[src/hw/rtl/tsd_pkg.sv]
package tsd_pkg;

  localparam int unsigned SideDepth = 256;
  localparam int unsigned DataWidth = 32;

  localparam int unsigned CountW = $clog2(SideDepth + 1);
  localparam int unsigned AddrW  = (SideDepth > 1) ? $clog2(SideDepth) : 1;

  localparam int unsigned FuncW   = 3;
  localparam int unsigned ValueW  = 32;
  localparam int unsigned IndexW  = 10;
  localparam int unsigned ResW    = 32;
  localparam int unsigned ErrW    = 2;
  localparam int unsigned SizeW   = 10;

  // value | index, padded to whole bytes
  localparam int unsigned InTdataW  = ((ValueW + IndexW + 7) / 8) * 8;
  // data | size | is_empty, padded to whole bytes
  localparam int unsigned OutTdataW = ((ResW + SizeW + 1 + 7) / 8) * 8;

  typedef enum logic [FuncW-1:0] {
    FN_PUSH_BACK  = 3'd0,
    FN_PUSH_FRONT = 3'd1,
    FN_READ_IDX   = 3'd2,
    FN_READ_FRONT = 3'd3,
    FN_READ_BACK  = 3'd4
  } tsd_func_e;

  typedef enum logic [ErrW-1:0] {
    ERR_NONE  = 2'd0,
    ERR_RANGE = 2'd1,
    ERR_EMPTY = 2'd2,
    ERR_FULL  = 2'd3
  } tsd_err_e;

  typedef enum logic {
    ST_IDLE = 1'b0,
    ST_WALK = 1'b1
  } tsd_state_e;

  // Lookup token travelling down the cell row
  typedef struct packed {
    logic                 valid;
    logic                 side;   // 0 front store, 1 back store
    logic [AddrW-1:0]     addr;
    logic [DataWidth-1:0] data;
  } tsd_tok_t;

  // Push broadcast to every cell
  typedef struct packed {
    logic                 front_en;
    logic                 back_en;
    logic [AddrW-1:0]     addr;
    logic [DataWidth-1:0] data;
  } tsd_wr_t;

  // Sign-extend a stored element to the result width
  function automatic logic [ResW-1:0] out_data(input logic [DataWidth-1:0] x);
    logic signed [DataWidth-1:0] s;
    s = x;
    return ResW'(s);
  endfunction

endpackage

[src/hw/rtl/tsd_cell.sv]
module tsd_cell (
  input  logic                     clk_i,
  input  logic                     rst_ni,
  input  logic [tsd_pkg::AddrW-1:0] idx_i,
  input  tsd_pkg::tsd_wr_t         wr_i,
  input  tsd_pkg::tsd_tok_t        tok_i,
  output tsd_pkg::tsd_tok_t        tok_o
);
  import tsd_pkg::*;

  logic [DataWidth-1:0] front_q;
  logic [DataWidth-1:0] back_q;
  logic                 tok_vld_q;
  logic                 tok_side_q;
  logic [AddrW-1:0]     tok_addr_q;
  logic [DataWidth-1:0] tok_data_q;
  logic [DataWidth-1:0] tok_data_d;
  logic                 hit;

  // entries of this position in both stores
  always_ff @(posedge clk_i) begin
    if (wr_i.front_en && (wr_i.addr == idx_i)) begin
      front_q <= wr_i.data;
    end
    if (wr_i.back_en && (wr_i.addr == idx_i)) begin
      back_q <= wr_i.data;
    end
  end

  assign hit = tok_i.valid && (tok_i.addr == idx_i);

  always_comb begin
    tok_data_d = tok_i.data;
    if (hit) begin
      tok_data_d = tok_i.side ? back_q : front_q;
    end
  end

  always_ff @(posedge clk_i or negedge rst_ni) begin
    if (!rst_ni) begin
      tok_vld_q <= 1'b0;
    end else begin
      tok_vld_q <= tok_i.valid;
    end
  end

  // advance the token payload one position
  always_ff @(posedge clk_i) begin
    tok_side_q <= tok_i.side;
    tok_addr_q <= tok_i.addr;
    tok_data_q <= tok_data_d;
  end

  assign tok_o = '{valid: tok_vld_q, side: tok_side_q, addr: tok_addr_q, data: tok_data_q};

endmodule

[config.mk]
export PLATFORM = sky130hd
export DESIGN_NAME = tsd_cell
export DESIGN_NICKNAME = d
export VERILOG_FILES = /design/src/hw/rtl/tsd_pkg.sv /design/src/hw/rtl/tsd_cell.sv
export SDC_FILE = /design/constraint.sdc
export NUM_CORES = 1
export LEC_CHECK = 0
export ABC_AREA = 1
export BUFFER_PORTS_ARGS = -buffer_cell sky130_fd_sc_hd__buf_2
export CAP_MARGIN = 5
export CELL_PAD_IN_SITES_DETAIL_PLACEMENT = 1
export CELL_PAD_IN_SITES_GLOBAL_PLACEMENT = 1
export CORE_ASPECT_RATIO = 1.25
export CORE_MARGIN = 2
export CORE_UTILIZATION = 35
export CTS_CLUSTER_DIAMETER = 100
export DETAILED_ROUTE_END_ITERATION = 6
export GPL_TIMING_DRIVEN = 0
export PLACE_DENSITY = 0.77
export SYNTH_ARGS = -nofsm -noshare
export SYNTH_HDL_FRONTEND = slang
export SYNTH_SLANG_ARGS = --single-unit
export TNS_END_PERCENT = 100
[constraint.sdc]
create_clock -name clk_i -period 0.9 [get_ports clk_i]
set_clock_uncertainty 0.1 [all_clocks]
set_input_delay 0 -clock clk_i [delete_from_list [all_inputs] [get_ports clk_i]]
set_output_delay 0 -clock clk_i [all_outputs]
set_load 0.02 [all_outputs]
# [After elaboration in Yosys (flattened, before gate mapping)]
# Cells that the tools add are included.
[classes] n_eq_ne=2 muxes=2 reduce_logical=3
[op_table] op="$mux W32" count=2
[op_table] op="$eq A8 B8 Y1" count=2
[op_table] op="$logic_and A1 B1 Y1" count=3
[totals] reg_bits=106 input_bits=94 output_inout_bits=42

# [Logic depth before layout (Yosys ltp)]
# Gate-level depths: netlist (run 1).
[depth] ltp_word=3 depth_mapped=10

# [Least setup slack after synthesis (run 1)]
# OpenSTA, ideal clock, no wires.
[synth_timing] kind="input port to flip-flop" from="in wr_i[33] in the netlist's numbering" to="reg back_q[0], enable pin" arrival_time_ns=1.877 t_required_ns=0.379 path_slack_ns=-1.498 cell_stages=4 n_path_buf=0 path_cell_list="or2_2 -> a21oi_1 -> nand3_1 -> nor2_1"
[synth_via] elab_chain_len=2
[synth_lines] element="start, declared" line="tsd_cell.sv:5" rtl="input tsd_pkg::tsd_wr_t wr_i,"
[synth_lines] element="$eq A8 B8 Y1" line="tsd_cell.sv:25" rtl="if (wr_i.back_en && (wr_i.addr == idx_i)) begin"
[synth_lines] element="$logic_and A1 B1 Y1" line="tsd_cell.sv:25"
[synth_lines] element="end signal, assigned" line="tsd_cell.sv:26" rtl="back_q <= wr_i.data;"
[synth_lines] element="end, declared" line="tsd_cell.sv:12" rtl="logic [DataWidth-1:0] back_q;"
# No other way between the ends.
# A chain may end at the register's enable or synchronous reset.

# [Final worst setup path (run 1)]
[layout_timing] from="in idx_i[3] in the netlist's numbering" to="reg front_q[25], enable pin"
[layout_via] elab_chain_len=2
[layout_lines] element="start, declared" line="tsd_cell.sv:4" rtl="input logic [tsd_pkg::AddrW-1:0] idx_i,"
[layout_lines] element="$eq A8 B8 Y1" line="tsd_cell.sv:22" rtl="if (wr_i.front_en && (wr_i.addr == idx_i)) begin"
[layout_lines] element="$logic_and A1 B1 Y1" line="tsd_cell.sv:22"
[layout_lines] element="end signal, assigned" line="tsd_cell.sv:23" rtl="front_q <= wr_i.data;"
[layout_lines] element="end, declared" line="tsd_cell.sv:11" rtl="logic [DataWidth-1:0] front_q;"
# No other way between the ends.

==> summary.md, run 1 <==
| Metric | Value |
|---|---|
| Status | `finished with violations` |
| Failing checks | `setup timing` |
| Port bufs | `between 100 and 150` |
| Fin. Hold Viols | `0` |
| Final min period | `1.12 ns` |
| Adder-cell area share of the yosys netlist | `0%` |
| Initial antenna violation count | `1` |
| Post-route ant nets | `0` |
| Setup TNS Final | `-15.66 ns` |
| Post-layout util | `64.6%` |
| Cell Count Post-Placement | `587` |
| CP arrival | `1.07 ns` |
| Cell Area, Synth | `about 4000 µm²` |
| Gr usage total | `21.7%` |
| CTS Sinks | `106` |
| Initial Utilization | `between 30 and 40%` |
| Num rows | `43` |
| Final wirelength | `14.1 mm` |
| Post-synthesis xor/xnor area fraction | `1.73%` |
| Final net count | `649` |
| Worst Path Required | `0.85 ns` |
| Vias in the first global route | `roughly 3.7k` |
| Vias/cell | `approximately 4.7` |
| Largest net degree at the start of global routing | `18` |
| Drt pass-1 iters | `5` |
| CTS tree | `built` |
| Synth Area in Simple Gates | `15.4%` |
| Critical Path End Type | `flip-flop` |
| Syn Area/Cell | `12.8 µm²` |
| DRC | `0` |
| Top sig layer | `met4` |
| Die height | `124 µm` |
| Final max-slew violation count | `0` |
| Drt wl/cell | `20.2 µm` |
| Reg2Reg Setup Slack | `-0.13 ns` |
| Post-Route M1 WL | `4.86 mm` |
| RSZ-0062 raised after global routing | `yes` |
| Core Area | `11200 µm²` |
| CP Launch Type | `primary input` |
| Max-Cap Viols | `0` |
| PnR Total Power | `0.0107 W` |
| Syn Nets | `411` |
| Htree depth | `3` |
| Final Worst Setup Slack | `-0.221 ns` |
| Buf/Inv on CP | `3` |
| Relative slew slack | `78.5%` |
| Worst-Skew Late Latency | `0.34 ns` |
| GRT Residual Overflow | `0` |
| Netlist cell types | `24` |
| Post-Synthesis Cells | `between 300 and 400` |
| Clk slew on worst S/H paths | `0.07 ns` |
| Mux share of post-synthesis cell area | `a little under 9%` |
| Vias | `3289` |
| Drt initial violations | `72` |
| Die width | `100 µm` |
| Synth warnings | `0` |
| Final setup viols | `about 100` |
| Met2 routed WL | `8.16 mm` |
| Root buf cell | `clkbuf_16` |
| CTS Buf Count | `9` |
| HP Class | `in -> reg` |
| Die area | `12400 µm²` |
| Fmax | `0.892 GHz` |
| Synth Register Bits | `106` |
| Final Cycle Share | `125%` |
| RD Place Congestion | `0.701` |
| VDD IR max | `a little under 0.001 V` |
| CP top delay family | `simple AND/OR/NAND/NOR gates` |
| Layout Cells excl Fill | `between 600 and 700` |
| Largest family of logic cells by synthesized area | `simple AND/OR/NAND/NOR gates` |
| First-pass GRT wire length | `19.6 mm` |
| DR WL met3 | `481 µm` |
| Critical path, cell by cell | `buf_6 -> xnor2_2 -> nand2_2 -> nor2_4 -> nand3_4 -> buf_12 -> nor2_4 -> buf_12` |
| Io pins | `136` |
| Setup CP Type | `in -> reg` |
| Synth Area in Compound Gates | `0.402%` |
| Critical path fanouts, max | `16` |
| Area Growth Syn to Fin | `78.6%` |
| CP peak stage delay | `around 0.19 ns` |
| Clk buf depth | `2` |
| Sequential-to-total area share from yosys stat | `68.4%` |
| Pleak | `3.04 nW` |
| Crit-path slowest cell | `xnor2_2` |
| Share of layout cells above drive strength 1 | `~64%` |
| Pwr per Cell Area | `1480 nW/µm²` |
| Worst Max-Slew Pin Slew | `0.321 ns` |
| Dpl hpwl | `6.49 mm` |
-- cells in the final DEF, fill, tap and decap left out, types with 3 or more instances in the layout --
cell type and count:
mux2_2 3, nor2_1 3, edfxtp_1 64, buf_2 84, nand2_4 21, buf_12 5, nand3_4 3, buf_6 61
mux2_4 29, clkbuf_16 13, dfxtp_2 40, dlygate4sd3_1 76, nand2_2 33, inv_1 14, buf_4 3, nand3_2 31
nor2_4 8, xnor2_2 3, xor2_1 3, buf_8 5, clkbuf_8 3, nand2_1 35
-- path summary, 6_finish.rpt --
kind	from	endpoint	cells after the start
max in group asynchronous	rst_ni	tok_vld_q	3
hold reg to reg	front_q[30]	tok_data_q[30]	3
min in group asynchronous	rst_ni	tok_vld_q	3
setup reg to reg	back_q[17]	tok_data_q[17]	3
hold / removal	tok_i[39]	tok_data_q[31]	8
setup / recovery	idx_i[3]	front_q[25]	8
-- cell families (layout without fill, tap and decap cells) --
logic type | after synthesis | after routing
xor+xnor | 8 | 8
buf+inv | 32 | 273
other cells | 0 | 1
flops | 106 | 106
mux | 32 | 32
simple gates | 137 | 139
compound gates | 2 | 2
-- per-stage QoR --
stage                     hold WS, ns  instance area, µm²  setup slack [ns]
after CTS                       0.102                6770            -0.192
after global routing            0.138                7230            -0.256
after floorplan                -0.396                4090            -0.601
after global placement         -0.325                4940             -1.12
after detailed placement       -0.323                4940             -1.14
final                          0.0990                7230            -0.221
-- cell usage after synthesis --
| cell type | instances | share of area (%) |
|---|---|---|
| xnor2_1 | 4 | 0.87 |
| buf_6 | 6 | 1.7 |
| buf_2 | 4 | 0.49 |
| or2_2 | 1 | 0.15 |
| inv_2 | 1 | 0.093 |
| nand2_1 | 84 | 7.8 |
| buf_4 | 2 | 0.37 |
| nand3b_4 | 1 | 0.49 |
| or2_1 | 2 | 0.31 |
| inv_1 | 16 | 1.5 |
| dfrtp_1 | 1 | 0.62 |
| nor2_2 | 1 | 0.15 |
| nand3_1 | 33 | 4.1 |
| dfxtp_1 | 41 | 20 |
| nor2_1 | 7 | 0.65 |
| nand3_4 | 1 | 0.43 |
| a21oi_1 | 1 | 0.12 |
| xor2_1 | 4 | 0.87 |
| nand2_2 | 5 | 0.77 |
| edfxtp_1 | 64 | 48 |
| nor2_4 | 2 | 0.56 |
| clkbuf_8 | 3 | 1.0 |
| a21boi_2 | 1 | 0.28 |
| mux2_2 | 32 | 8.9 |
-- power by group --
group	switching (W)	internal [W]	leakage (nW)	total (W)
clock	0.00177	0.00196	0.137	0.00373
sequential	0.0000618	0.00527	0.933	0.00533
combinational	0.000725	0.000884	1.97	0.00161
-- sequential cells by signal (all words and copies together), names as in the netlist --
register	count
back_q	32
tok_data_q	32
front_q	32
tok_addr_q	8
tok_vld_q	1
tok_side_q	1
-- timing repair --
item / in CTS / in global routing
endpoints found under the hold margin: 107 / 0
cloned: 3 / 3
endpoints found under the setup margin: 137 / 138
hold buffers: 76 / 0
pin swaps: 52 / 22
setup buffers: 11 / 1
resized for setup: 183 / 116
-- worst reg2reg max path, cell delays in order (launching register included) --
cell and delay [ns]:
edfxtp_1 0.41, mux2_4 0.29, nand3_4 0.08, nand2_4 0.05
-- layout make-up --
cell class | count | area (µm²)
Clock inverter | 4 | 28.8
Sequential cell | 106 | 2820
Buffer | 13 | 168
Antenna cell | 1 | 2.50
Tap cell | 135 | 169
Fill cell | 1080 | 3970
Timing Repair Buffer | 227 | 2030
Clock buffer | 12 | 246
Inverter | 17 | 66.3
Multi-Input combinational cell | 181 | 1700
-- routing by layer --
| layer | global-route usage [%] | vias to the layer above |
|---|---|---|
| met2 | 42.4 | 112 |
| li1 | - | 1547 |
| met5 | 0 | - |
| met3 | 4.10 | 35 |
| met1 | 22.1 | 1595 |
| met4 | 9.93 | 0 |
Note: power is estimated with default switching activity, not from simulation.
==> inputs of run 2 (changes only) <==
Settings changed: SKIP_CTS_REPAIR_TIMING set to 1.
==> summary.md, run 2 (synthesis gave the netlist of run 1 again) <==
| Metric | Value |
|---|---|
| Status | `finished with violations (unchanged)` |
| Failing checks | `setup timing (unchanged)` |
| Worst Path Required | `0.86 ns (was 0.85 ns)` |
| CTS tree | `built (unchanged)` |
| Top flop regs | `back_q: 32 flops, front_q: 32 flops, tok_data_q: 32 flops (unchanged)` |
| Vias in the first global route | `2964 (was 3712)` |
| Layout Cells excl Fill | `692 (was 696)` |
| Htree depth | `3 (unchanged)` |
| Gr usage total | `15.3% (was 21.7%)` |
| Largest net degree at the start of global routing | `33 (was 18)` |
| Post-Route M1 WL | `4.62 mm (was 4.86 mm)` |
| Inserted Diodes | `0 (was 1)` |
| Pleak | `2.98 nW (was 3.04 nW)` |
| Max-Cap Viols | `0 (unchanged)` |
| Share of layout cells above drive strength 1 | `55.1% (was 64.1%)` |
| Fmax | `0.889 GHz (was 0.892 GHz)` |
| Clk buf depth | `2 (unchanged)` |
| CTS Sinks | `106 (unchanged)` |
| Worst Max-Slew Pin Slew | `0.275 ns (was 0.321 ns)` |
| Vias/cell | `4.70 (was 4.73)` |
| CP Launch Type | `primary input (unchanged)` |
| RD Place Congestion | `0.701 (unchanged)` |
| Root buf cell | `clkbuf_16 (unchanged)` |
| Final net count | `646 (was 649)` |
| Final setup viols | `104 (was 102)` |
| Final Hold Slack | `0.112 ns (was 0.0990 ns)` |
| Port bufs | `135 (unchanged)` |
| Critical Path End Type | `flip-flop (unchanged)` |
| Die height | `124 µm (unchanged)` |
| HP Class | `in -> reg (unchanged)` |
| Setup CP Type | `in -> reg (unchanged)` |
| Final min period | `1.13 ns (was 1.12 ns)` |
| Vias | `3251 (was 3289)` |
| DR WL met3 | `423 µm (was 481 µm)` |
| Die width | `100 µm (unchanged)` |
| Commonest non-fill, non-tap cell in the layout | `buf_2 (unchanged)` |
| Met2 routed WL | `7.68 mm (was 8.16 mm)` |
| Final wirelength | `13.0 mm (was 14.1 mm)` |
| Die area | `12400 µm² (unchanged)` |
| Post-route ant nets | `0 (unchanged)` |
| CP arrival | `1.08 ns (was 1.07 ns)` |
| Io pins | `136 (unchanged)` |
| Cell Count Post-Placement | `587 (unchanged)` |
| Final Worst Setup Slack | `-0.225 ns (was -0.221 ns)` |
| Num rows | `43 (unchanged)` |
| CTS Buf Count | `9 (unchanged)` |
| Initial antenna violation count | `0 (was 1)` |
| GRT Residual Overflow | `0 (unchanged)` |
| Drt initial violations | `65 (was 72)` |
| Critical path fanouts, max | `8 (was 16)` |
| Pwr per Cell Area | `1530 nW/µm² (was 1480 nW/µm²)` |
| Drt pass-1 iters | `4 (was 5)` |
| Most frequent cells in the layout | `buf_2, nand2_1, dlygate4sd3_1 (was buf_2, dlygate4sd3_1, edfxtp_1)` |
| Dpl hpwl | `6.49 mm (unchanged)` |
| Hold Path Depth | `5 (was 8)` |
| Drt wl/cell | `18.8 µm (was 20.2 µm)` |
| VDD IR max | `0.000879 V (was 0.000979 V)` |
| Fin. Hold Viols | `0 (unchanged)` |
| Core Area | `11200 µm² (unchanged)` |
| Worst R2R Path Depth | `3 (unchanged)` |
| DRC | `0 (unchanged)` |
| Final Cycle Share | `125% (about the same)` |
| Setup TNS Final | `-13.19 ns (was -15.66 ns)` |
| Initial Utilization | `36.1% (unchanged)` |
| Relative slew slack | `81.7% (was 78.5%)` |
| Filler cell count | `1115 (was 1080)` |
| Clk slew on worst S/H paths | `0.07 ns (about the same)` |
| RSZ-0062 raised after global routing | `yes (unchanged)` |
| Final max-slew violation count | `0 (unchanged)` |
| Area Growth Syn to Fin | `70.5% (was 78.6%)` |
| First-pass GRT wire length | `14.2 mm (was 19.6 mm)` |
| Top sig layer | `met4 (unchanged)` |
| Worst-Skew Late Latency | `0.35 ns (was 0.34 ns)` |
## run 2: changes by cell type in the layout (fill, tap and decap cells not counted), sizes merged
cell and delta:
buf -3, diode -1
## run 2: worst max-delay path, stage by stage
cell	delay (ns)
buf_2	0.13
xnor2_2	0.17
nand2_2	0.09
nor2_4	0.11
nand3_4	0.16
nor2_4	0.22
clkbuf_16	0.20
## run 2: routing by layer
metal	vias to the layer above	global-route usage, %
met4	0	5.99
met5	-	0
met3	18	4.04
li1	1536	-
met1	1603	16.5
met2	94	28.4
## run 2: stage by stage
step	setup slack, ns	utilization [%]	instance area, µm²	total power, W
final	-0.225	61.6	6900	0.0105
after global routing	-0.247	61.6	6900	0.0109
after CTS	-0.784	46.6	5210	0.00991
after detailed placement	-1.14	44.1	4940	0.00628
after global placement	-1.12	44.1	4940	0.00625
after floorplan	-0.601	-	4090	0.00586
## run 2: power breakdown
| part | internal (W) | switching (W) | total, W | leakage (nW) |
|---|---|---|---|---|
| clock network | 0.00196 | 0.00175 | 0.00372 | 0.137 |
| logic | 0.000833 | 0.000658 | 0.00149 | 1.91 |
| registers | 0.00527 | 0.0000617 | 0.00533 | 0.933 |
## run 2: layout make-up
cell class	instances	area, µm²	share of cell area [%]
Clock inverter	4	28.8	0.417
Timing Repair Buffer	225	1950	28.2
Buffer	12	151	2.19
Clock buffer	12	246	3.57
Inverter	17	63.8	0.925
Multi-Input combinational cell	181	1480	21.4
Sequential cell	106	2820	40.8
Tap cell	135	169	2.45
## run 2: final timing paths
check | endpoint | from | slack, ns
worst max register to register | tok_data_q[28] | front_q[28] | -0.13
worst min-delay path | tok_data_q[0] | tok_i[40] | 0.11
max in group asynchronous | tok_vld_q | rst_ni | 0.13
worst min register to register | tok_data_q[6] | back_q[6] | 0.48
min in group asynchronous | tok_vld_q | rst_ni | 0.45
worst max-delay path | back_q[10] | idx_i[3] | -0.23
