===== config.mk =====
export PLATFORM = sky130hd
export DESIGN_NAME = tsd_ctrl
export DESIGN_NICKNAME = d
export VERILOG_FILES = /design/src/hw/rtl/tsd_pkg.sv /design/src/hw/rtl/tsd_ctrl.sv
export SDC_FILE = /design/constraint.sdc
export NUM_CORES = 1
export LEC_CHECK = 0
export ABC_AREA = 1
export BUFFER_PORTS_ARGS = -buffer_cell sky130_fd_sc_hd__buf_4
export CORE_MARGIN = 3
export CORE_UTILIZATION = 29
export CTS_CLUSTER_DIAMETER = 50
export CTS_CLUSTER_SIZE = 28
export DETAILED_ROUTE_END_ITERATION = 7
export MAX_ROUTING_LAYER = met4
export PLACE_DENSITY = 0.54
export SLEW_MARGIN = 0
export SYNTH_ARGS = -nofsm -noshare
export SYNTH_HDL_FRONTEND = slang
export SYNTH_SLANG_ARGS = --single-unit
export TNS_END_PERCENT = 5

===== constraint.sdc =====
create_clock -name clk_i -period 5 [get_ports clk_i]
set_input_delay 0.25 -clock clk_i [delete_from_list [all_inputs] [get_ports clk_i]]
set_output_delay 0.25 -clock clk_i [all_outputs]
set_load 0.1 [all_outputs]

===== src/hw/rtl/tsd_pkg.sv =====
package tsd_pkg;

  localparam int unsigned SideDepth = 256;
  localparam int unsigned DataWidth = 32;

  localparam int unsigned CountW = $clog2(SideDepth + 1);
  localparam int unsigned AddrW  = (SideDepth > 1) ? $clog2(SideDepth) : 1;

  localparam int unsigned FuncW   = 3;
  localparam int unsigned ValueW  = 32;
  localparam int unsigned IndexW  = 10;
  localparam int unsigned ResW    = 32;
  localparam int unsigned ErrW    = 2;
  localparam int unsigned SizeW   = 10;

  // value | index, padded to whole bytes
  localparam int unsigned InTdataW  = ((ValueW + IndexW + 7) / 8) * 8;
  // data | size | is_empty, padded to whole bytes
  localparam int unsigned OutTdataW = ((ResW + SizeW + 1 + 7) / 8) * 8;

  typedef enum logic [FuncW-1:0] {
    FN_PUSH_BACK  = 3'd0,
    FN_PUSH_FRONT = 3'd1,
    FN_READ_IDX   = 3'd2,
    FN_READ_FRONT = 3'd3,
    FN_READ_BACK  = 3'd4
  } tsd_func_e;

  typedef enum logic [ErrW-1:0] {
    ERR_NONE  = 2'd0,
    ERR_RANGE = 2'd1,
    ERR_EMPTY = 2'd2,
    ERR_FULL  = 2'd3
  } tsd_err_e;

  typedef enum logic {
    ST_IDLE = 1'b0,
    ST_WALK = 1'b1
  } tsd_state_e;

  // Lookup token travelling down the cell row
  typedef struct packed {
    logic                 valid;
    logic                 side;   // 0 front store, 1 back store
    logic [AddrW-1:0]     addr;
    logic [DataWidth-1:0] data;
  } tsd_tok_t;

  // Push broadcast to every cell
  typedef struct packed {
    logic                 front_en;
    logic                 back_en;
    logic [AddrW-1:0]     addr;
    logic [DataWidth-1:0] data;
  } tsd_wr_t;

  // Sign-extend a stored element to the result width
  function automatic logic [ResW-1:0] out_data(input logic [DataWidth-1:0] x);
    logic signed [DataWidth-1:0] s;
    s = x;
    return ResW'(s);
  endfunction

endpackage


===== src/hw/rtl/tsd_ctrl.sv =====
module tsd_ctrl (
  input  logic                          clk_i,
  input  logic                          rst_ni,
  input  logic                          s_axis_tvalid_i,
  output logic                          s_axis_tready_o,
  input  logic [tsd_pkg::InTdataW-1:0]  s_axis_tdata_i,
  input  logic [tsd_pkg::FuncW-1:0]     s_axis_tuser_i,
  output logic                          m_axis_tvalid_o,
  input  logic                          m_axis_tready_i,
  output logic [tsd_pkg::OutTdataW-1:0] m_axis_tdata_o,
  output logic [tsd_pkg::ErrW-1:0]      m_axis_tuser_o,
  output tsd_pkg::tsd_wr_t              wr_o,
  output tsd_pkg::tsd_tok_t             launch_o,
  input  tsd_pkg::tsd_tok_t             exit_i
);
  import tsd_pkg::*;

  tsd_state_e state_q, state_d;

  logic [CountW-1:0] fc_q, fc_d;
  logic [CountW-1:0] bc_q, bc_d;
  logic              out_vld_q, out_vld_d;
  logic [ResW-1:0]   res_data_q, res_data_d;
  logic [ErrW-1:0]   res_err_q, res_err_d;
  logic [SizeW-1:0]  res_size_q, res_size_d;
  logic              res_empty_q, res_empty_d;

  logic [ValueW-1:0] value;
  logic [IndexW-1:0] idx;
  logic              accept;
  logic              need_read;
  logic              rd_side;
  logic [AddrW-1:0]  rd_addr;
  tsd_err_e          err;
  logic [31:0]       fc_w, bc_w, idx_w, total_w, total_new;

  assign value = s_axis_tdata_i[ValueW-1:0];
  assign idx   = s_axis_tdata_i[ValueW+IndexW-1:ValueW];
  assign fc_w  = 32'(fc_q);
  assign bc_w  = 32'(bc_q);
  assign idx_w = 32'(idx);
  assign total_w = fc_w + bc_w;

  // next state
  always_comb begin
    state_d = state_q;
    case (state_q)
      ST_IDLE: if (accept && need_read) state_d = ST_WALK;
      ST_WALK: if (exit_i.valid) state_d = ST_IDLE;
      default: state_d = ST_IDLE;
    endcase
  end

  // handshake outputs
  always_comb begin
    case (state_q)
      ST_IDLE: s_axis_tready_o = !out_vld_q || m_axis_tready_i;
      default: s_axis_tready_o = 1'b0;
    endcase
  end

  assign accept = s_axis_tvalid_i && s_axis_tready_o;

  // decode the operation against the current counts
  always_comb begin
    fc_d      = fc_q;
    bc_d      = bc_q;
    err       = ERR_NONE;
    need_read = 1'b0;
    rd_side   = 1'b0;
    rd_addr   = '0;
    wr_o      = '{front_en: 1'b0, back_en: 1'b0, addr: '0, data: DataWidth'(value)};
    case (tsd_func_e'(s_axis_tuser_i))
      FN_PUSH_BACK: begin
        if (bc_q >= CountW'(SideDepth)) begin
          err = ERR_FULL;
        end else begin
          wr_o.back_en = accept;
          wr_o.addr    = AddrW'(bc_q);
          bc_d         = bc_q + CountW'(1);
        end
      end
      FN_PUSH_FRONT: begin
        if (fc_q >= CountW'(SideDepth)) begin
          err = ERR_FULL;
        end else begin
          wr_o.front_en = accept;
          wr_o.addr     = AddrW'(fc_q);
          fc_d          = fc_q + CountW'(1);
        end
      end
      FN_READ_IDX: begin
        if (idx_w >= total_w) begin
          err = ERR_RANGE;
        end else if (idx_w < fc_w) begin
          need_read = 1'b1;
          rd_addr   = AddrW'(fc_w - idx_w - 32'd1);
        end else begin
          need_read = 1'b1;
          rd_side   = 1'b1;
          rd_addr   = AddrW'(idx_w - fc_w);
        end
      end
      FN_READ_FRONT: begin
        if (fc_q != '0) begin
          need_read = 1'b1;
          rd_addr   = AddrW'(fc_w - 32'd1);
        end else if (bc_q != '0) begin
          need_read = 1'b1;
          rd_side   = 1'b1;
        end else begin
          err = ERR_EMPTY;
        end
      end
      FN_READ_BACK: begin
        if (bc_q != '0) begin
          need_read = 1'b1;
          rd_side   = 1'b1;
          rd_addr   = AddrW'(bc_w - 32'd1);
        end else if (fc_q != '0) begin
          need_read = 1'b1;
        end else begin
          err = ERR_EMPTY;
        end
      end
      default: ;
    endcase
  end

  assign total_new = 32'(fc_d) + 32'(bc_d);
  assign launch_o  = '{valid: accept && need_read, side: rd_side, addr: rd_addr, data: '0};

  // result register
  always_comb begin
    out_vld_d   = out_vld_q;
    res_data_d  = res_data_q;
    res_err_d   = res_err_q;
    res_size_d  = res_size_q;
    res_empty_d = res_empty_q;
    if (out_vld_q && m_axis_tready_i) begin
      out_vld_d = 1'b0;
    end
    if (accept) begin
      res_err_d   = err;
      res_size_d  = SizeW'(total_new);
      res_empty_d = (total_new == 32'd0);
      res_data_d  = '0;
      out_vld_d   = !need_read;
    end
    if (exit_i.valid) begin
      res_data_d = out_data(exit_i.data);
      out_vld_d  = 1'b1;
    end
  end

  always_ff @(posedge clk_i or negedge rst_ni) begin
    if (!rst_ni) begin
      state_q   <= ST_IDLE;
      fc_q      <= '0;
      bc_q      <= '0;
      out_vld_q <= 1'b0;
    end else begin
      state_q   <= state_d;
      out_vld_q <= out_vld_d;
      if (accept) begin
        fc_q <= fc_d;
        bc_q <= bc_d;
      end
    end
  end

  always_ff @(posedge clk_i) begin
    res_data_q  <= res_data_d;
    res_err_q   <= res_err_d;
    res_size_q  <= res_size_d;
    res_empty_q <= res_empty_d;
  end

  assign m_axis_tvalid_o = out_vld_q;
  assign m_axis_tuser_o  = res_err_q;
  assign m_axis_tdata_o  = OutTdataW'({res_empty_q, res_size_q, res_data_q});

endmodule

==> Word-level counts from Yosys, hierarchy flattened <==
Index checks and enable logic that the tools add are counted.
{ "classes": {"add_sub_neg": 9, "n_lt_le_gt_ge": 4, "n_eq_ne": 4, "n_mux": 42, "n_bitwise": 1, "reduce_logical": 12} }
{ "ops": {"columns": ["operator", "count"], "rows": [
  ["$mux W32", 2],
  ["$mux W9", 5],
  ["$mux W8", 5],
  ["$logic_not A32 Y1", 1],
  ["$pmux W8 S3", 1],
  ["$add A9 B9 Y10", 2],
  ["$add A9 B1 Y9 const B", 2],
  ["$ge A9 B9 Y1 const B", 2],
  ["$mux W1", 18],
  ["$reduce_bool A9 Y1", 2],
  ["$pmux W8 S2", 1],
  ["$sub A8 B1 Y8 const B", 2],
  ["$sub A8 B8 Y8", 2],
  ["$mux W2", 6],
  ["$ge A10 B10 Y1", 1],
  ["$lt A10 B9 Y1", 1],
  ["$pmux W2 S5", 1],
  ["$sub A8 B2 Y8 const B", 1],
  ["$eq A3 B2 Y1 const B", 2],
  ["$pmux W1 S3", 2],
  ["$eq A3 B1 Y1 const B", 1],
  ["$eq A3 B3 Y1 const B", 1],
  ["$logic_and A1 B1 Y1", 3],
  ["$logic_not A3 Y1", 1],
  ["6 further kinds", 7]
]} }
{ "word_totals": {"ff_bits": 65, "in_bits": 97, "out_inout_bits": 136, "word_cells": 80} }

==> Longest topological paths before layout <==
Gate-level depths: netlist of the first run.
{ "logic_depth": {"depth_word": 7, "ltp_mapped": 19, "mapped_depth_nobuf": 19} }

==> Least setup slack after synthesis of the first run <==
No wires, ideal clock.
{ "synth_timing": {"path_type": "register -> register", "startpoint": "register out_vld_q, in the netlist m_axis_tvalid_o", "endpoint": "register bc_q[1]", "setup_ns": 0.198, "arrival_ns": 4.190, "t_required_ns": 4.802, "path_slack_ns": 0.612, "stages_incl_launch_ff": 7, "path_buffers": 0, "synth_period_minus_slack_ns": 4.388, "cell_sequence": "dfrtp_1 > nand2_1 > inv_2 > nor2_1 > nand2_2 > nor2_1 > o21ai_0"} }
{ "synth_via": {"elab_chain_cells": 4} }
{ "synth_lines": {"columns": ["item", "line_no", "source"], "rows": [
  ["start: declaration", "tsd_ctrl.sv:22", "logic out_vld_q, out_vld_d;"],
  ["start signal: assignment", "tsd_ctrl.sv:164", "out_vld_q <= out_vld_d;"],
  ["$logic_not A1 Y1", "tsd_ctrl.sv:57", "ST_IDLE: s_axis_tready_o = !out_vld_q || m_axis_tready_i;"],
  ["$logic_or A1 B1 Y1", "tsd_ctrl.sv:57", null],
  ["$mux W1", "tsd_ctrl.sv:56", "case (state_q)"],
  ["named net s_axis_tready_o", "tsd_ctrl.sv:5", "output logic s_axis_tready_o,"],
  ["$logic_and A1 B1 Y1", "tsd_ctrl.sv:62", "assign accept = s_axis_tvalid_i && s_axis_tready_o;"],
  ["end signal: assignment", "tsd_ctrl.sv:160", "bc_q <= '0;"],
  ["end signal: assignment", "tsd_ctrl.sv:167", "bc_q <= bc_d;"],
  ["end: declaration", "tsd_ctrl.sv:21", "logic [CountW-1:0] bc_q, bc_d;"]
]} }
The timed path passes the listed nets, and every way through them passes these cells.
A chain may end at the register's enable or synchronous reset.

==> out/results.tsv, run 1 <==
metric	value	unit
status	finished, final reports clean	
Yosys reg bits	65	
MaxCap Viol Count	0	
drt pass-1 iters	5	
Synth area leader	edfxtp_1	
DRT Wirelength	15710	um
fin crit share	84.30	%
total global-route track usage	14.70	%
RSZ-0062 raised after global routing	no	
Core Region	0.01953	sq mm
Setup TNS	0	ps
count of clock tree sinks	65	
Synth Area in XOR/XNOR	5.401	%
met3 wire len	1144	um
Synth area leaders	edfxtp_1 23%, nand2_1 13%, ha_1 11%, buf_4 9.2%, dfrtp_1 8.6%	
Initial Util	29.66	%
DR WL/cell	14.04	um
first-pass GRT wire length	24550	um
highest routed layer	met4	
Routability Congestion	0.9091	
vias per cell	4.382	
Max H-tree Level	3	
syn avg cell area	7.571	sq um
Clock Tree Buf Depth	2	
Pwr per Cell Area	501.8	mW/mm^2
mux contribution to synthesized area	0	%
WP data arrival	3960	ps
M1 WL	7134	um
post-placement setup slack	1124	ps
Worst path slowest cell	dfrtp_1	
ANT cells	0	
CTS tree	yes	
Mapped Area	0.005792	sq mm
vias in the first global route	4493	
critical path class	reg -> out	
CP dominant cell by count	nand2_1	
Die X	147.3	um
Synth Area in Adders	11.62	%
leak pwr	3.674	nW
Clock transition at path regs	60	ps
most frequent cell after synthesis	nand2_1	
CP top delay family	simple AND/OR/NAND/NOR gates	
most frequent cells after synthesis	194 x nand2_1, 123 x inv_1, 71 x buf_4	
Hold Crit Class	in -> reg	
Clock Root Buffer	clkbuf_16	
met2 routed WL	7080	um
initial antenna violation count	0	
Synth Area in Compound Gates	8.728	%
drt drc	0	
Fin. Hold Viols	0	
number of I/O pins	233	
warnings from Yosys	0	
number of flops mapped to enable cells by yosys	45	
proportion of layout cells with a drive suffix above 1	19.20	%
worst skew pair latency	340	ps
Post-synth ARST share	30.77	%
final setup margin	785.2	ps
fmax	237.3	MHz
post-synthesis simple-gate area fraction	23.63	%
Die Height	147.3	um
post-route ant nets	0	
CP cell instances	ha_1 > inv_1 > fa_1 > o21ai_1 > nand4_1 > o211ai_1 > xnor2_1 > ha_1 > nand2_1 > o21a_1 > nand2_1 > nor2_1 > nand2_1 > nand2_1 > nand2_1 > inv_1 > buf_4	
Congestion Overflow GR	0	
Max-slew headroom	52.36	%
vias	4904	
Startpoint Class	flip-flop	
Req. time, crit path	4750	ps
HPWL after detailed placement	12650	um
Synth top area share	23.33	%
total buffers and inverters traversed by the critical path	3	
Post-Syn Instances	765	
input/output buffers	116	
Max Fanout on Critical Path	7	
post-layout min period	4215	ps
Main synth FF type	edfxtp_1	
largest net degree at the start of global routing	40	
Final Skew	8.094	ps
Cell variety after synth	42	
Post-CTS Resized	0	
row count	51	
Syn-to-layout area delta	18.66	%
sequential area share after synthesis	31.97	%
1st-iter DRT viols	257	
Worst VDD drop	142.0	uV
Layout Nets	998	
Worst setup EP type	output pin	
Die ar.	0.02170	sq mm
Final setup violation count	0	
Slew Limit Fails	0	
Tot Pwr	3.449	mW
Slew @ Worst Pin	713.5	ps
largest family of logic cells by synthesized area	simple AND/OR/NAND/NOR gates	
Num CTS Buffers	9	
max incr delay on CP	540	ps
-- tightest hold or removal path: stages --
cell	delay [ps]
buf_4	70
nand2_1	40
inv_1	40
-- worst paths after layout --
kind,startpoint,endpoint,slack [ps],cells after the start
min in group asynchronous,rst_ni,bc_q[7],340,2
max,fc_q[0],launch_o[41],790,17
max in group asynchronous,rst_ni,fc_q[4],4420,2
min reg2reg,state_q,state_q,480,2
min,exit_i[25],res_data_q[25],170,3
max reg2reg,fc_q[0],state_q,1590,16
-- logic make-up (layout without fill, tap and decap cells) --
family | count (synthesis) | after routing
AOI/OAI and AO/OA | 89 | 89
xor gates and xnor gates | 34 | 34
adders and majority gates | 52 | 52
buffers and inverters | 214 | 267
DFF | 65 | 65
other | 1 | 37
and+or+nand+nor | 310 | 310
-- report_power, final --
part	total [mW]	internal (mW)	switching, mW
combinational	1.99	0.549	1.44
clock	0.642	0.390	0.252
sequential	0.818	0.691	0.127
-- layout make-up --
class | count | area [sq um]
flip-flops and latches | 65 | 1852
well taps | 265 | 331.6
clock buffers | 9 | 225.2
inverters | 133 | 499.2
clock inverters | 7 | 77.57
multi-input cells | 522 | 2999
fillers | 2092 | 12650
repair buffers | 118 | 888.4
-- layout by cell type (no fill, tap or decap), types with 5 or more instances in the layout --
cell type / n
dfrtp_1: 20
nand3_1: 33
clkbuf_16: 9
edfxtp_1: 45
nand4_1: 13
o21ai_0: 20
conb_1: 37
nor3_1: 6
o22ai_1: 11
nor2_1: 40
a21oi_1: 24
inv_1: 123
nand2_1: 194
o21ai_1: 15
nand2_2: 5
inv_2: 10
xor2_1: 27
ha_1: 49
a31oi_1: 5
buf_4: 117
xnor2_1: 5
-- state kept, by name, indices dropped and copies added, names as in the netlist --
signal / flops
res_data_q: 32
res_size_q: 10
bc_q: 9
fc_q: 9
m_axis_tuser_o: 2
m_axis_tvalid_o: 1
res_empty_q: 1
state_q: 1
-- per-layer routing --
layer / vias to the layer above / track usage [%]
met5: - / -
met1: 2200 / 19.05
met3: 36 / 3.486
met2: 157 / 22.63
met4: 0 / 5.033
li1: 2511 / -
-- repair_timing --
item                      4_1_cts  5_1_grt
hold endpoints to repair       20        0
hold buffers                    1        0
buffers inserted                0        0
-- metrics by stage --
step	util (%)	instances	area (sq um)	hold slack [ps]
floorplan	-	801	5927	-45.59
global placement	33.60	1102	6560	165.8
detailed placement	33.60	1102	6560	158.6
CTS	35.20	1119	6873	154.5
global route	35.20	1119	6873	165.2
finish	35.20	1119	6873	166.1
Note: power is estimated with default switching activity, not from simulation.
==> run 2, diff against run 1 <==
--- a/config.mk
+++ b/config.mk
@@ -13,7 +13,7 @@
 export CTS_CLUSTER_SIZE = 28
 export DETAILED_ROUTE_END_ITERATION = 7
 export MAX_ROUTING_LAYER = met4
-export PLACE_DENSITY = 0.54
+export PLACE_DENSITY = 0.55
 export SLEW_MARGIN = 0
 export SYNTH_ARGS = -nofsm -noshare
 export SYNTH_HDL_FRONTEND = slang
==> constraint.sdc (replaced) <==
create_clock -name clk_i -period 3.5 [get_ports clk_i]
set_input_delay 0.175 -clock clk_i [delete_from_list [all_inputs] [get_ports clk_i]]
set_output_delay 0.175 -clock clk_i [all_outputs]
set_load 0.1 [all_outputs]
==> out/results.tsv, run 2 (synthesized netlist as in run 1, its figures left out) <==
metric	value	unit
Worst setup EP type	output pin	
Clock Root Buffer	clkbuf_16	
Max Fanout on Critical Path	4	
proportion of layout cells with a drive suffix above 1	24.29	%
Worst path slowest cell	dfrtp_1	
total global-route track usage	14.58	%
reg2reg path depth	12	
CTS tree	yes	
Worst VDD drop	248.6	uV
Final Skew	4.679	ps
Die Height	147.3	um
worst skew pair latency	340	ps
final setup margin	134.7	ps
CP startpoint	fc_q[0]	
vias per cell	4.371	
Switching Share	51.32	%
RR Startpoint	bc_q[8]	
Pwr per Cell Area	718.6	mW/mm^2
fin crit share	96.15	%
vias in the first global route	4669	
Clock Tree Buf Depth	2	
Num CTS Buffers	9	
fin area	0.007283	sq mm
largest net degree at the start of global routing	36	
Clock transition at path regs	60	ps
Layout Nets	1021	
most common cell after layout, fill and taps aside	nand2_1	
1st-iter DRT viols	266	
net switching power	2.686	mW
Core Region	0.01953	sq mm
WP data arrival	3190	ps
clock power share	17.5	%
Routability Congestion	0.9525	
CP endpoint	launch_o[37]	
Slew @ Worst Pin	528.0	ps
Die ar.	0.02170	sq mm
Tot Pwr	5.234	mW
fmax	297.1	MHz
max FFs per register	32	
total buffers and inverters traversed by the critical path	3	
internal power	2.548	mW
Syn-to-layout area delta	25.75	%
post-placement setup slack	174.5	ps
Max H-tree Level	3	
Startpoint Class	flip-flop	
HPWL after detailed placement	12900	um
MaxCap Viol Count	0	
Comb pwr share	61.8	%
Initial Util	29.66	%
Post-Place Cell Area	0.006725	sq mm
DRT Wirelength	15880	um
ANT cells	0	
CP top delay family	adder cells	
post-route ant nets	0	
largest registers	res_data_q x32, res_size_q x10	
reg2reg end	res_empty_q	
row count	51	
Reg with most FFs	res_data_q	
Hold Crit Class	in -> reg	
drt drc	0	
commonest non-fill, non-tap cells in the layout	189 x nand2_1, 129 x buf_4, 123 x inv_1	
Fin. Hold Viols	0	
Max-slew headroom	64.43	%
post-layout min period	3365	ps
status	finished, final reports clean	
reg2reg setup slack	500	ps
Die X	147.3	um
Sequential Power Share	20.7	%
Req. time, crit path	3320	ps
first-pass GRT wire length	24520	um
critical path class	reg -> out	
RSZ-0062 raised after global routing	yes	
drt pass-1 iters	6	
vias	4992	
max incr delay on CP	390	ps
Congestion Overflow GR	0	
Final setup violation count	0	
Slew Limit Fails	0	
input/output buffers	116	
leak pwr	3.813	nW
count of clock tree sinks	65	
DR WL/cell	13.91	um
Levels on crit path	16	
CP cell instances	ha_4 > inv_1 > fa_2 > o21ai_2 > nand4_1 > o211ai_1 > xnor2_1 > ha_1 > nand2_1 > o21a_1 > nand2_2 > nor2_4 > buf_6 > nand4_1 > nand2_2 > buf_12	
number of I/O pins	233	
Setup TNS	0	ps
initial antenna violation count	0	
## run 2: metrics by stage
step / hold slack [ps] / std cells / utilization, %
global placement: 83.91 / 1122 / 34.44
global route: 91.66 / 1142 / 37.30
finish: 88.15 / 1142 / 37.30
CTS: 77.80 / 1139 / 36.28
floorplan: -120.6 / 801 / -
detailed placement: 88.35 / 1122 / 34.44
## run 2: power groups by stage
stage / registers, mW / clock network (mW) / logic (mW)
2_1_floorplan: 1.58 / 0 / 2.03
3_3_place_gp: 1.08 / 0 / 3.08
3_5_place_dp: 1.08 / 0 / 3.08
4_1_cts: 1.06 / 0.935 / 3.12
5_1_grt: 1.10 / 0.972 / 3.54
6_report: 1.08 / 0.915 / 3.24
## run 2: what timing repair did
action | in CTS | in global routing
hold endpoints to repair | 20 | 0
endpoints found under the setup margin | 10 | 10
resized for setup | 13 | 32
pin swaps | 1 | 8
hold buffers | 1 | 0
buffers inserted | 0 | 3
## run 2: layout make-up
cell class                 count  area, sq um
fill                        2087        12240
multi-input combinational    522         3153
sequential                    65         1852
timing repair buffer         141         1145
inverter                     133        499.2
tap                          265        331.6
clock buffer                   9        225.2
clock inverter                 7        77.57
## run 2: routing by layer
layer | up-vias | global-route usage, % | wire length [um]
li1 | 2546 | - | -
met2 | 164 | 23.34 | 7367
met4 | 0 | 5.172 | 306
met1 | 2246 | 18.07 | 7009
met3 | 36 | 3.455 | 1202
met5 | - | - | 0
## run 2: worst min-delay path by stage
stage | start | end | slack, ps | cells after the start
floorplan | rst_ni | bc_q[0] | -120 | 0
global placement | rst_ni | bc_q[7] | 80 | 1
detailed placement | rst_ni | bc_q[7] | 90 | 1
CTS | exit_i[7] | res_data_q[7] | 80 | 3
global route | exit_i[7] | res_data_q[7] | 90 | 3
finish | exit_i[7] | res_data_q[7] | 90 | 3
## run 2: tightest hold or removal path: cells and delay by family
family,cells,cell delay [ps]
buf+inv,2,110
simple gates,1,40
==> run 3, diff against run 2 <==
--- a/config.mk
+++ b/config.mk
@@ -13,7 +13,7 @@
 export CTS_CLUSTER_SIZE = 28
 export DETAILED_ROUTE_END_ITERATION = 7
 export MAX_ROUTING_LAYER = met4
-export PLACE_DENSITY = 0.55
+export PLACE_DENSITY = 0.62
 export SLEW_MARGIN = 0
 export SYNTH_ARGS = -nofsm -noshare
 export SYNTH_HDL_FRONTEND = slang
==> out/results.tsv, run 3 (synthesized netlist as in run 1, its figures left out) <==
metric	value	unit
Num CTS Buffers	9	
Req. time, crit path	3320	ps
initial antenna violation count	0	
largest registers	res_data_q x32, res_size_q x10	
fmax	294.4	MHz
fin crit share	97.06	%
leak pwr	3.825	nW
Final Skew	6.985	ps
1st-iter DRT viols	251	
Final setup violation count	0	
Die X	147.3	um
drt drc	0	
ANT cells	0	
Max Fanout on Critical Path	4	
Post-Layout Cell Count	1140	
Clock Tree Buf Depth	2	
Syn-to-layout area delta	25.28	%
Hold WS	93.28	ps
fillers	2033	
Slew @ Worst Pin	585.6	ps
Startpoint Class	flip-flop	
Reg with most FFs	res_data_q	
worst skew pair latency	340	ps
number of I/O pins	233	
RSZ-0062 raised after global routing	yes	
WP data arrival	3220	ps
# placed instances	1122	
HPWL after detailed placement	12880	um
commonest non-fill, non-tap cells in the layout	189 x nand2_1, 127 x buf_4, 121 x inv_1	
Hold Crit Class	in -> reg	
Clock transition at path regs	60	ps
Core Region	0.01953	sq mm
post-route ant nets	0	
max FFs per register	32	
Worst VDD drop	246.6	uV
Max H-tree Level	3	
Clock Root Buffer	clkbuf_16	
MaxCap Viol Count	0	
most common cell after layout, fill and taps aside	nand2_1	
Setup TNS	0	ps
Layout Nets	1019	
critical path class	reg -> out	
CTS tree	yes	
vias per cell	4.446	
total global-route track usage	14.74	%
Routability Congestion	0.9571	
vias	5069	
Initial Util	29.66	%
largest net degree at the start of global routing	35	
final core utilization	37.16	%
Worst setup EP type	output pin	
Fin. Hold Viols	0	
DRT Wirelength	16030	um
status	finished, final reports clean	
Die ar.	0.02170	sq mm
Tot Pwr	5.269	mW
count of clock tree sinks	65	
Pwr per Cell Area	726.2	mW/mm^2
Max-slew headroom	60.55	%
drt pass-1 iters	5	
row count	51	
vias in the first global route	4915	
first-pass GRT wire length	25030	um
input/output buffers	116	
DR WL/cell	14.06	um
proportion of layout cells with a drive suffix above 1	24.00	%
Congestion Overflow GR	0	
Die Height	147.3	um
post-layout min period	3397	ps
Slew Limit Fails	0	
[run 3: cell types whose count changed in the layout (fill, tap and decap cells not counted), moves of 2 or more]
cell,delta
buf_6,-2
inv_1,-2
buf_8,-2
inv_2,+2
buf_4,-2
ha_1,+4
ha_2,+2
buf_12,+4
ha_4,-6
[run 3: worst paths after layout]
| path | startpoint | end | slack (ps) | depth (start not counted) |
|---|---|---|---|---|
| worst min register to register | state_q | state_q | 510 | 2 |
| max in group asynchronous | rst_ni | fc_q[1] | 2950 | 2 |
| worst max register to register | bc_q[8] | res_empty_q | 550 | 12 |
| min in group asynchronous | rst_ni | bc_q[7] | 290 | 2 |
| worst min-delay path | exit_i[4] | res_data_q[4] | 90 | 3 |
| worst max-delay path | bc_q[0] | launch_o[37] | 100 | 16 |
[run 3: layout make-up]
cell class | instances | area [sq um] | area share (%)
sequential | 65 | 1853 | 25.54
multi-input combinational | 522 | 3088 | 42.56
tap | 265 | 331.6 | 4.570
timing repair buffer | 139 | 1157 | 15.95
inverter | 133 | 499.2 | 6.880
clock inverter | 7 | 101.3 | 1.397
clock buffer | 9 | 225.2 | 3.104
[run 3: critical path: stages, from the launching register on]
cell and delay, ps:
dfrtp_1 380, ha_2 210, inv_2 40, fa_2 380, o21ai_4 170, nand4_1 100
o211ai_1 110, xnor2_1 150, ha_1 250, nand2_1 100, o21a_1 160, nand2_2 80
nor2_4 150, buf_6 120, nand4_1 130, nand2_2 150, buf_12 180
[run 3: layer usage]
| metal | vias up | wire, um | global-route usage, % |
|---|---|---|---|
| met5 | - | 0 | - |
| met4 | 0 | 511 | 6.058 |
| met3 | 44 | 1188 | 2.529 |
| met2 | 212 | 7428 | 23.85 |
| met1 | 2259 | 6900 | 18.34 |
| li1 | 2554 | - | - |
[run 3: repair_timing]
action	4_1_cts	5_1_grt
gates resized for setup	15	34
endpoints found under the setup margin	10	10
pin swaps	0	11
buffers inserted	0	1
hold endpoints to repair	20	0
hold buffers	1	0
[run 3: where the power goes]
group | internal (mW) | switching [mW] | total, mW
sequential | 0.990 | 0.0827 | 1.07
clock | 0.630 | 0.362 | 0.992
combinational | 0.973 | 2.23 | 3.20
total | 2.59 | 2.68 | 5.27
[run 3: per-stage QoR]
step	area, sq um	setup slack (ps)
floorplan	5942	-37.30
detailed placement	6725	151.6
finish	7256	102.8
global placement	6725	208.6
CTS	7113	-7.303
global route	7256	-63.39
